==> src/rtl/srtd_pkg.sv <==
// Shared types and constants of the signed run transient detector.
// Used by every module of the block except srtd_fifo; depends on nothing.
`default_nettype none

package srtd_pkg;

  localparam int SAMPLE_BITS_DEF = 16;

  localparam int INDEX_W = 16;
  localparam int LEN_W   = 17;
  localparam int SUM_W   = 32;
  localparam int CNT_W   = 8;
  localparam int AVG_W   = 16;
  localparam int CFG_W   = 17;
  localparam int CFG_IDX_W = 2;
  localparam int PROD_W  = AVG_W + LEN_W;
  localparam int STAT_W  = 2;

  localparam logic [LEN_W-1:0] LEN_MAX = '1;
  localparam logic [SUM_W-1:0] SUM_MAX = '1;

  localparam logic [CFG_IDX_W-1:0] REG_MIN_RUN_LEN = 2'd0;
  localparam logic [CFG_IDX_W-1:0] REG_MIN_AVERAGE = 2'd1;
  localparam logic [CFG_IDX_W-1:0] REG_RUN_LIMIT   = 2'd2;

  localparam logic [LEN_W-1:0] MIN_RUN_LEN_RST = 17'd1;
  localparam logic [AVG_W-1:0] MIN_AVERAGE_RST = 16'd0;
  localparam logic [CNT_W-1:0] RUN_LIMIT_RST   = 8'd8;

  localparam logic [STAT_W-1:0] ST_FOUND   = 2'd0;
  localparam logic [STAT_W-1:0] ST_TOO_FEW = 2'd1;
  localparam logic [STAT_W-1:0] ST_NONE    = 2'd2;

  localparam int EVQ_DEPTH = 4;
  localparam int RSQ_DEPTH = 2;

  typedef struct packed {
    logic [LEN_W-1:0] min_run_len;
    logic [AVG_W-1:0] min_average;
    logic [CNT_W-1:0] run_limit;
  } cfg_t;

  typedef struct packed {
    logic [INDEX_W-1:0] first;
    logic [LEN_W-1:0]   len;
    logic               positive;
    logic [SUM_W-1:0]   sum;
  } run_t;

  typedef struct packed {
    logic               has_run;
    run_t               run;
    logic               has_tail;
    logic               tail_positive;
    logic [INDEX_W-1:0] tail_first;
    logic [SUM_W-1:0]   tail_mag;
    logic               last;
    logic               too_few;
  } event_t;

  typedef struct packed {
    logic [STAT_W-1:0] status;
    run_t              run;
  } result_t;

endpackage

`default_nettype wire

==> src/rtl/srtd_fifo.sv <==
// Small first-in first-out queue of packed items.
// Generic; used between the front and back parts and on the result side.
`default_nettype none

module srtd_fifo #(
  parameter int WIDTH = 8,
  parameter int DEPTH = 2
) (
  input  wire logic             clk,
  input  wire logic             rst_n,
  input  wire logic             push,
  input  wire logic [WIDTH-1:0] wdata,
  output logic                  full,
  input  wire logic             pop,
  output logic [WIDTH-1:0]      rdata,
  output logic                  empty
);

  localparam int PTR_W = (DEPTH > 1) ? $clog2(DEPTH) : 1;
  localparam int CNT_W = $clog2(DEPTH + 1);

  logic [WIDTH-1:0] mem [DEPTH];
  logic [PTR_W-1:0] wr_ptr_r, wr_ptr_nxt;
  logic [PTR_W-1:0] rd_ptr_r, rd_ptr_nxt;
  logic [CNT_W-1:0] count_r, count_nxt;
  logic             do_push, do_pop;

  always_comb begin
    full    = (count_r == CNT_W'(DEPTH));
    empty   = (count_r == '0);
    do_push = push & ~full;
    do_pop  = pop & ~empty;
    rdata   = mem[rd_ptr_r];

    wr_ptr_nxt = wr_ptr_r;
    rd_ptr_nxt = rd_ptr_r;
    if (do_push) begin
      wr_ptr_nxt = (wr_ptr_r == PTR_W'(DEPTH - 1)) ? '0 : wr_ptr_r + 1'b1;
    end
    if (do_pop) begin
      rd_ptr_nxt = (rd_ptr_r == PTR_W'(DEPTH - 1)) ? '0 : rd_ptr_r + 1'b1;
    end
    count_nxt = count_r + CNT_W'(do_push) - CNT_W'(do_pop);
  end

  always_ff @(posedge clk) begin
    if (!rst_n) begin
      wr_ptr_r <= '0;
      rd_ptr_r <= '0;
      count_r  <= '0;
    end else begin
      wr_ptr_r <= wr_ptr_nxt;
      rd_ptr_r <= rd_ptr_nxt;
      count_r  <= count_nxt;
    end
  end

  always_ff @(posedge clk) begin
    if (do_push) begin
      mem[wr_ptr_r] <= wdata;
    end
  end

endmodule

`default_nettype wire

==> src/rtl/srtd_front.sv <==
// Front part: accepts samples, tracks the open run and emits run-close and end-of-trace events.
// Depends on srtd_pkg.
`default_nettype none

module srtd_front #(
  parameter int SAMPLE_BITS = srtd_pkg::SAMPLE_BITS_DEF
) (
  input  wire logic                          clk,
  input  wire logic                          rst_n,
  input  wire srtd_pkg::cfg_t                cfg,
  input  wire logic                          push,
  output logic                               full,
  input  wire logic signed [SAMPLE_BITS-1:0] in_sample,
  input  wire logic                          in_last,
  output logic                               ev_push,
  output srtd_pkg::event_t                   ev,
  input  wire logic                          ev_full
);

  localparam int INDEX_W = srtd_pkg::INDEX_W;
  localparam int LEN_W   = srtd_pkg::LEN_W;
  localparam int SUM_W   = srtd_pkg::SUM_W;
  localparam int CNT_W   = srtd_pkg::CNT_W;

  logic [INDEX_W-1:0] idx_r, idx_nxt;
  logic               cur_pos_r, cur_pos_nxt;
  logic [INDEX_W-1:0] cur_first_r, cur_first_nxt;
  logic [LEN_W-1:0]   cur_len_r, cur_len_nxt;
  logic [SUM_W-1:0]   cur_sum_r, cur_sum_nxt;
  logic [CNT_W-1:0]   closed_r, closed_nxt;
  logic               stopped_r, stopped_nxt;

  logic                   accept;
  logic                   pos;
  logic [SAMPLE_BITS-1:0] raw;
  logic [SAMPLE_BITS-1:0] mag;
  logic [SUM_W-1:0]       mag_w;
  logic [SUM_W:0]         sum_ext;
  logic [SUM_W-1:0]       sum_acc;
  logic [LEN_W-1:0]       len_acc;
  logic [CNT_W-1:0]       limit_eff;
  logic [CNT_W-1:0]       closed_a, closed_b;
  logic                   live, cur_open, close_a, close_b, stop_a;

  always_comb begin
    accept    = push & ~ev_full;
    full      = ev_full;
    raw       = in_sample;
    pos       = ~raw[SAMPLE_BITS-1];
    mag       = pos ? raw : (~raw + 1'b1);
    mag_w     = SUM_W'(mag);
    limit_eff = (cfg.run_limit == '0) ? CNT_W'(1) : cfg.run_limit;

    live     = ~stopped_r;
    cur_open = (cur_len_r != '0);
    close_a  = live && cur_open && (pos != cur_pos_r);
    closed_a = closed_r + CNT_W'(close_a);
    stop_a   = stopped_r | (close_a && (closed_a >= limit_eff));

    sum_ext = {1'b0, cur_sum_r} + {1'b0, mag_w};
    sum_acc = sum_ext[SUM_W] ? srtd_pkg::SUM_MAX : sum_ext[SUM_W-1:0];
    len_acc = (cur_len_r == srtd_pkg::LEN_MAX) ? cur_len_r : cur_len_r + 1'b1;

    cur_pos_nxt   = cur_pos_r;
    cur_first_nxt = cur_first_r;
    cur_len_nxt   = cur_len_r;
    cur_sum_nxt   = cur_sum_r;
    if (live && !stop_a) begin
      if (!cur_open || close_a) begin
        cur_pos_nxt   = pos;
        cur_first_nxt = idx_r;
        cur_len_nxt   = LEN_W'(1);
        cur_sum_nxt   = mag_w;
      end else begin
        cur_len_nxt = len_acc;
        cur_sum_nxt = sum_acc;
      end
    end

    close_b  = in_last && !stop_a;
    closed_b = closed_a + CNT_W'(close_b);

    ev.has_run = close_a || close_b;
    if (close_a) begin
      ev.run.first    = cur_first_r;
      ev.run.len      = cur_len_r;
      ev.run.positive = cur_pos_r;
      ev.run.sum      = cur_sum_r;
    end else begin
      ev.run.first    = cur_first_nxt;
      ev.run.len      = cur_len_nxt;
      ev.run.positive = cur_pos_nxt;
      ev.run.sum      = cur_sum_nxt;
    end
    ev.has_tail      = close_a && close_b;
    ev.tail_positive = pos;
    ev.tail_first    = idx_r;
    ev.tail_mag      = mag_w;
    ev.last          = in_last;
    ev.too_few       = (closed_b < limit_eff);
    ev_push          = accept && (close_a || in_last);

    idx_nxt     = idx_r + 1'b1;
    closed_nxt  = closed_a;
    stopped_nxt = stop_a;
  end

  always_ff @(posedge clk) begin
    if (!rst_n) begin
      idx_r       <= '0;
      cur_pos_r   <= 1'b0;
      cur_first_r <= '0;
      cur_len_r   <= '0;
      cur_sum_r   <= '0;
      closed_r    <= '0;
      stopped_r   <= 1'b0;
    end else if (accept) begin
      if (in_last) begin
        idx_r       <= '0;
        cur_pos_r   <= 1'b0;
        cur_first_r <= '0;
        cur_len_r   <= '0;
        cur_sum_r   <= '0;
        closed_r    <= '0;
        stopped_r   <= 1'b0;
      end else begin
        idx_r       <= idx_nxt;
        cur_pos_r   <= cur_pos_nxt;
        cur_first_r <= cur_first_nxt;
        cur_len_r   <= cur_len_nxt;
        cur_sum_r   <= cur_sum_nxt;
        closed_r    <= closed_nxt;
        stopped_r   <= stopped_nxt;
      end
    end
  end

endmodule

`default_nettype wire

==> src/rtl/srtd_back.sv <==
// Back part: tests closed runs against the thresholds, keeps the first match
// and builds the result at the end of a trace. Depends on srtd_pkg.
`default_nettype none

module srtd_back (
  input  wire logic              clk,
  input  wire logic              rst_n,
  input  wire srtd_pkg::cfg_t    cfg,
  input  wire logic              ev_valid,
  input  wire srtd_pkg::event_t  ev,
  output logic                   ev_pop,
  output logic                   res_push,
  output srtd_pkg::result_t      res,
  input  wire logic              res_full
);

  localparam int LEN_W  = srtd_pkg::LEN_W;
  localparam int SUM_W  = srtd_pkg::SUM_W;
  localparam int PROD_W = srtd_pkg::PROD_W;

  logic              s1_valid_r, s1_valid_nxt;
  srtd_pkg::event_t  s1_ev_r;
  logic [PROD_W-1:0] prod_r;
  logic [PROD_W-1:0] prod_c;

  logic              found_r, found_nxt;
  srtd_pkg::run_t    best_r, best_nxt;

  logic              s1_adv, s1_load;
  logic              pass_m, pass_t;
  srtd_pkg::run_t    tail_run;

  always_comb begin
    prod_c = ev.run.len * cfg.min_average;

    s1_adv       = s1_valid_r && (!s1_ev_r.last || !res_full);
    s1_load      = ev_valid && (!s1_valid_r || s1_adv);
    ev_pop       = s1_load;
    s1_valid_nxt = s1_load ? 1'b1 : (s1_adv ? 1'b0 : s1_valid_r);

    pass_m = s1_ev_r.has_run
          && (s1_ev_r.run.len >= cfg.min_run_len)
          && ({1'b0, s1_ev_r.run.sum} >= prod_r);
    pass_t = s1_ev_r.has_tail
          && (cfg.min_run_len <= LEN_W'(1))
          && (s1_ev_r.tail_mag >= SUM_W'(cfg.min_average));

    tail_run.first    = s1_ev_r.tail_first;
    tail_run.len      = LEN_W'(1);
    tail_run.positive = s1_ev_r.tail_positive;
    tail_run.sum      = s1_ev_r.tail_mag;

    found_nxt = found_r;
    best_nxt  = best_r;
    if (!found_r && pass_m) begin
      found_nxt = 1'b1;
      best_nxt  = s1_ev_r.run;
    end else if (!found_r && pass_t) begin
      found_nxt = 1'b1;
      best_nxt  = tail_run;
    end

    res_push = s1_adv && s1_ev_r.last;
    res.run  = '0;
    if (s1_ev_r.too_few) begin
      res.status = srtd_pkg::ST_TOO_FEW;
    end else if (found_nxt) begin
      res.status = srtd_pkg::ST_FOUND;
      res.run    = best_nxt;
    end else begin
      res.status = srtd_pkg::ST_NONE;
    end
  end

  always_ff @(posedge clk) begin
    if (!rst_n) begin
      s1_valid_r <= 1'b0;
      found_r    <= 1'b0;
    end else begin
      s1_valid_r <= s1_valid_nxt;
      if (s1_adv) begin
        found_r <= s1_ev_r.last ? 1'b0 : found_nxt;
      end
    end
  end

  always_ff @(posedge clk) begin
    if (s1_load) begin
      s1_ev_r <= ev;
      prod_r  <= prod_c;
    end
    if (s1_adv) begin
      best_r <= best_nxt;
    end
  end

endmodule

`default_nettype wire

==> src/rtl/signed_run_transient_detector.sv <==
// Top level of the signed run transient detector: configuration registers,
// front part, event queue, back part and result queue. Depends on srtd_pkg.
//
// Usage:
//   Samples enter on the input queue port: an item is taken at a clock edge
//   with push high and full low. in_last marks the final sample of a trace.
//   One result per trace leaves on the result queue port: while empty is low
//   the oldest result is shown, and it is taken at an edge with pop high.
//   Throughput is one sample per cycle while full is low; the front part
//   updates the open run in the cycle a sample is taken and writes a close
//   event to a 4-entry queue. The back part registers the threshold product,
//   then tests the run. When pop stays low, results wait in a 2-entry queue;
//   once it fills, the back part holds, the event queue fills and full rises.
//   Configuration writes take effect at the next edge; the user must see that
//   they are made only between traces, which the block does not enforce.
//   Reset (rst_n low, synchronous) empties both queues, clears the trace
//   state and restores min_run_len 1, min_average 0, run_limit 8.
`default_nettype none

module signed_run_transient_detector #(
  parameter int SAMPLE_BITS = srtd_pkg::SAMPLE_BITS_DEF
) (
  input  wire logic                                  clk,
  input  wire logic                                  rst_n,
  input  wire logic                                  push,
  output logic                                       full,
  input  wire logic signed [SAMPLE_BITS-1:0]         in_sample,
  input  wire logic                                  in_last,
  output logic                                       empty,
  input  wire logic                                  pop,
  output logic [srtd_pkg::STAT_W-1:0]                out_status,
  output logic [srtd_pkg::INDEX_W-1:0]               out_run_first,
  output logic [srtd_pkg::LEN_W-1:0]                 out_run_len,
  output logic                                       out_run_positive,
  output logic [srtd_pkg::SUM_W-1:0]                 out_run_sum,
  input  wire logic                                  cfg_we,
  input  wire logic [srtd_pkg::CFG_IDX_W-1:0]        cfg_index,
  input  wire logic [srtd_pkg::CFG_W-1:0]            cfg_wdata
);

  srtd_pkg::cfg_t    cfg_r;
  logic              ev_push, ev_full, ev_empty, ev_pop;
  srtd_pkg::event_t  ev_in, ev_head;
  logic              res_push, res_full;
  srtd_pkg::result_t res_in, res_head;

  always_ff @(posedge clk) begin
    if (!rst_n) begin
      cfg_r.min_run_len <= srtd_pkg::MIN_RUN_LEN_RST;
      cfg_r.min_average <= srtd_pkg::MIN_AVERAGE_RST;
      cfg_r.run_limit   <= srtd_pkg::RUN_LIMIT_RST;
    end else if (cfg_we) begin
      case (cfg_index)
        srtd_pkg::REG_MIN_RUN_LEN: cfg_r.min_run_len <= cfg_wdata;
        srtd_pkg::REG_MIN_AVERAGE: cfg_r.min_average <= cfg_wdata[srtd_pkg::AVG_W-1:0];
        srtd_pkg::REG_RUN_LIMIT:   cfg_r.run_limit   <= cfg_wdata[srtd_pkg::CNT_W-1:0];
        default: ;
      endcase
    end
  end

  srtd_front #(
    .SAMPLE_BITS (SAMPLE_BITS)
  ) u_front (
    .clk       (clk),
    .rst_n     (rst_n),
    .cfg       (cfg_r),
    .push      (push),
    .full      (full),
    .in_sample (in_sample),
    .in_last   (in_last),
    .ev_push   (ev_push),
    .ev        (ev_in),
    .ev_full   (ev_full)
  );

  srtd_fifo #(
    .WIDTH ($bits(srtd_pkg::event_t)),
    .DEPTH (srtd_pkg::EVQ_DEPTH)
  ) u_evq (
    .clk   (clk),
    .rst_n (rst_n),
    .push  (ev_push),
    .wdata (ev_in),
    .full  (ev_full),
    .pop   (ev_pop),
    .rdata (ev_head),
    .empty (ev_empty)
  );

  srtd_back u_back (
    .clk      (clk),
    .rst_n    (rst_n),
    .cfg      (cfg_r),
    .ev_valid (~ev_empty),
    .ev       (ev_head),
    .ev_pop   (ev_pop),
    .res_push (res_push),
    .res      (res_in),
    .res_full (res_full)
  );

  srtd_fifo #(
    .WIDTH ($bits(srtd_pkg::result_t)),
    .DEPTH (srtd_pkg::RSQ_DEPTH)
  ) u_rsq (
    .clk   (clk),
    .rst_n (rst_n),
    .push  (res_push),
    .wdata (res_in),
    .full  (res_full),
    .pop   (pop),
    .rdata (res_head),
    .empty (empty)
  );

  always_comb begin
    out_status       = res_head.status;
    out_run_first    = res_head.run.first;
    out_run_len      = res_head.run.len;
    out_run_positive = res_head.run.positive;
    out_run_sum      = res_head.run.sum;
  end

endmodule

`default_nettype wire

==> config.mk <==
export PLATFORM = sky130hd
export DESIGN_NAME = signed_run_transient_detector
export DESIGN_NICKNAME = d
export VERILOG_FILES = /design/src/rtl/srtd_pkg.sv /design/src/rtl/srtd_fifo.sv /design/src/rtl/srtd_front.sv /design/src/rtl/srtd_back.sv /design/src/rtl/signed_run_transient_detector.sv
export SDC_FILE = /design/constraint.sdc
export NUM_CORES = 2
export LEC_CHECK = 0
export BUFFER_PORTS_ARGS = -buffer_cell sky130_fd_sc_hd__buf_2
export CAP_MARGIN = 20
export CORE_MARGIN = 10
export CORE_UTILIZATION = 40
export CTS_CLUSTER_DIAMETER = 80
export DETAILED_ROUTE_END_ITERATION = 16
export SLEW_MARGIN = 0
export SYNTH_ARGS = -nofsm -noshare
export SYNTH_HDL_FRONTEND = slang
export SYNTH_SLANG_ARGS = --single-unit
export TNS_END_PERCENT = 100
==> constraint.sdc <==
create_clock -name clk -period 9.7 [get_ports clk]
set_clock_uncertainty 0.05 [all_clocks]
set_input_delay 0 -clock clk [delete_from_list [all_inputs] [get_ports clk]]
set_output_delay 0 -clock clk [all_outputs]
set_load 0.02 [all_outputs]
==> results.md <==
- Hold Vio Cnt, Final: 0
- Critical path arrival: 8.12 ns
- P&R area growth vs syn: 12.3%
- Worst-path clk slew: 0.06 ns
- Kind of critical path: flop to flop
- Cell Count, Final, Fillers Out: 5543
- Hold Crit Class: input pin to flop
- Pre-CTS WS: 1.86 ns
- H-Tree Depth: 3
- Post-cts sizing count: 0
- Router iterations before antenna repair: 5
- CTS tree: done
- Starting Density: 0.405
- Cells along the critical path: buf_4, mux4_2, nand2_1, fa_1, fa_1, inv_1, fa_1, fa_1, fa_1, inv_1, fa_1, inv_1, ha_1, a21oi_1, o21ai_0, nor4_1, a21oi_1, a31oi_1, nand2b_1, a21boi_0, or2_1, xor2_1
- GRT overflow: 0
- Post-Syn Nets: 4217
- Gr usage total: 0.175
- Most used cell along the critical path: fa_1
- Chip width: 366 microns
- Vias in the first global route: 29858
- Post-Syn Instances: 3749
- Num CTS Buffers: 94
- Library cells used by synthesis: 88
- Post-synth top area cell: edfxtp_1
- Count leader, synth: edfxtp_1
- DP Cell Count: 5316
- Root buffer cell: clkbuf_16
- Slew Viols, Final: 0
- Post-synth top area share: 0.470
- Avg Inst Size Synth: 12.8 sq um
- Max stage delay on crit path: 0.84 ns
- Global-route wire length before repair: 184000 microns
- Fill count: 10669
- CP required: 10.06 ns
- Slowest-stage cell, CP: mux4_2
- CP endpoint kind: flop
- Post-synth EDFFs: 750
- PortBufs: 110
- Leak Pwr: 20.3 nW
- FFs w/ async S/R, synth: 0
- # nets final: 4330
- Area of the multi-input gates: 20400 sq um
- Peak supply drop: 275 uV
- Average routed wire per standard cell: 21.4 microns
- DR vias: 29682
- Top-Level Pins: 111
- Final period util: 0.800
- Maximum clock frequency: 129 MHz
- Worst-margin pin slew: 1.13 ns
- Post-synthesis sequential area ratio: 0.531
- Min Tclk post-route: 7.76 ns
- Share of cells above drive strength 1: 0.143
- CTS Buffer Depth: 3
- Power Density: 252 nW/um^2
- Area occupied by registers: 25500 sq um
- RSZ-0062 raised after global routing: false
- Vias/cell: 5.35
- Status: completed
- Gpl congestion: 0.851
- Cell Area, Synth: 48000 sq um
- Setup violators final: 0
- Die Span Y: 366 microns
- CORE AREA: 119000 sq um
- Synth top area cells: edfxtp_1 (47%), fa_1 (8.8%), dfxtp_1 (6.2%)
- Clk sinks: 898
- Detailed Place HPWL: 83600 microns
- Crit path buf inv count: 4
- Row count: 126
- Warnings from Yosys: 0
- Delay-heaviest family, CP: adder cells
- Leading register cell type out of synthesis: edfxtp_1
- Drt total wl: 119000 microns
- 1st-iter DRT viols: 2379
- Relative slew slack: 0.243
- Die area: 134000 sq um
- Antenna Nets Post-Route: 0
- CP Max Fanout: 38
- Number of max-cap violations: 0
- CP Launch Type: flop
- Synth top cells by count: edfxtp_1 (750), inv_1 (358), nand2_1 (354)
- Synth Register Bits: 898
- DRC Markers: 0
- Initial antenna violation count: 6
- Clk_lat worst skew: 0.70 ns
- Setup TNS Final: 0 ns
- Setup ws final: 1.94 ns
- Largest net degree at the start of global routing: 139
## worst reg2reg max path: stages (launching register included)
cell and delay [ns]:
dfxtp_4 0.64, buf_4 0.72, mux4_2 0.85, nand2_1 0.20, fa_1 0.44, fa_1 0.55
inv_1 0.05, fa_1 0.48, fa_1 0.52, fa_1 0.56, inv_1 0.06, fa_1 0.53
inv_1 0.04, ha_1 0.37, a21oi_1 0.15, o21ai_0 0.12, nor4_1 0.18, a21oi_1 0.07
a31oi_1 0.32, nand2b_1 0.18, a21boi_0 0.08, or2_1 0.21, xor2_1 0.14
## flip-flops by register name, indices dropped and copies added, names as in the netlist, 2 cells and up, named ones only
name / cells
cfg_r: 41
u_back.prod_r: 33
u_front.closed_r: 8
u_back.best_r: 66
u_evq.count_r: 3
u_evq.wr_ptr_r: 2
u_front.cur_len_r: 17
u_back.s1_ev_r: 103
u_front.cur_first_r: 16
u_rsq.mem: 136
u_evq.rd_ptr_r: 2
u_evq.mem: 412
u_rsq.count_r: 2
u_front.idx_r: 16
u_front.cur_sum_r: 32
## layout make-up
| class | count | share of cell area |
|---|---|---|
| Sequential cell | 898 | 0.474 |
| Multi-Input combinational cell | 2306 | 0.379 |
| Clock buffer | 128 | 0.0477 |
| Tap cell | 1600 | 0.0372 |
| Timing Repair Buffer | 203 | 0.0258 |
| Inverter | 359 | 0.0250 |
| Clock inverter | 48 | 0.0112 |
| Antenna cell | 1 | 0.0000465 |
## cells in the final DEF (no fill, tap or decap), drive strengths merged, types with 49 or more instances in the layout
cell,count
dlygate4sd3,50
and2,148
xnor2,50
a21oi,126
buf,153
fa,210
a22o,57
o21ai,125
mux4,103
clkbuf,128
nand2,354
mux2,88
inv,365
nor2,174
nand3,49
o31ai,50
edfxtp,750
ha,217
dfxtp,148
## routing by layer
metal | part of all wire | global-route usage | vias up | wire [microns]
met5 | 0 | 0 | - | 0
met1 | 0.46 | 0.253 | 15025 | 55300
met3 | 0.058 | 0.0267 | 140 | 6930
met4 | 0.021 | 0.0452 | 0 | 2450
met2 | 0.46 | 0.274 | 829 | 54200
li1 | - | - | 13688 | -
## where the power goes
part	leakage, nW	switching [mW]	internal (mW)	total (mW)
Sequential	8.26	0.507	5.24	5.75
Combinational	10.5	2.67	1.51	4.18
Clock	1.54	1.54	2.12	3.66
Total	20.3	4.71	8.87	13.6
## path summary, 6_finish.rpt
path	from	end	slack (ns)	depth (start not counted)
setup / recovery	flop	u_back.prod_r[24]	1.94	22
hold / removal	cfg_wdata[11]	cfg_r[19]	0.13	4
hold reg to reg	cfg_r[38]	cfg_r[38]	0.41	2
setup reg to reg	flop	u_back.prod_r[24]	1.94	22
## logic make-up (layout without fill, tap and decap cells)
logic type	after synthesis	in the layout	synth area share
simple gates	958	958	0.0987
fa+ha+maj	427	427	0.144
mux	237	237	0.0786
buf+inv	545	738	0.0443
flops	898	898	0.531
compound gates	607	607	0.0886
other cells	0	1	0
xor+xnor	77	77	0.0141
## stage by stage
stage | instance area [sq um] | power, mW | hold WS [ns] | util
global route | 53800 | 14.3 | 0.139 | 0.454
detailed placement | 50200 | 10.0 | 0.229 | 0.423
CTS | 53800 | 13.7 | 0.0981 | 0.454
finish | 53800 | 13.6 | 0.128 | 0.454
global placement | 50200 | 9.94 | 0.219 | 0.423
floorplan | 48000 | 8.55 | 0.0489 | -
## repair_timing
item	4_1_cts	5_1_grt
hold buffers	50	0
endpoints found under the hold margin	165	0
buffers inserted	0	0
No activity file was read; power rests on OpenSTA's default activity.
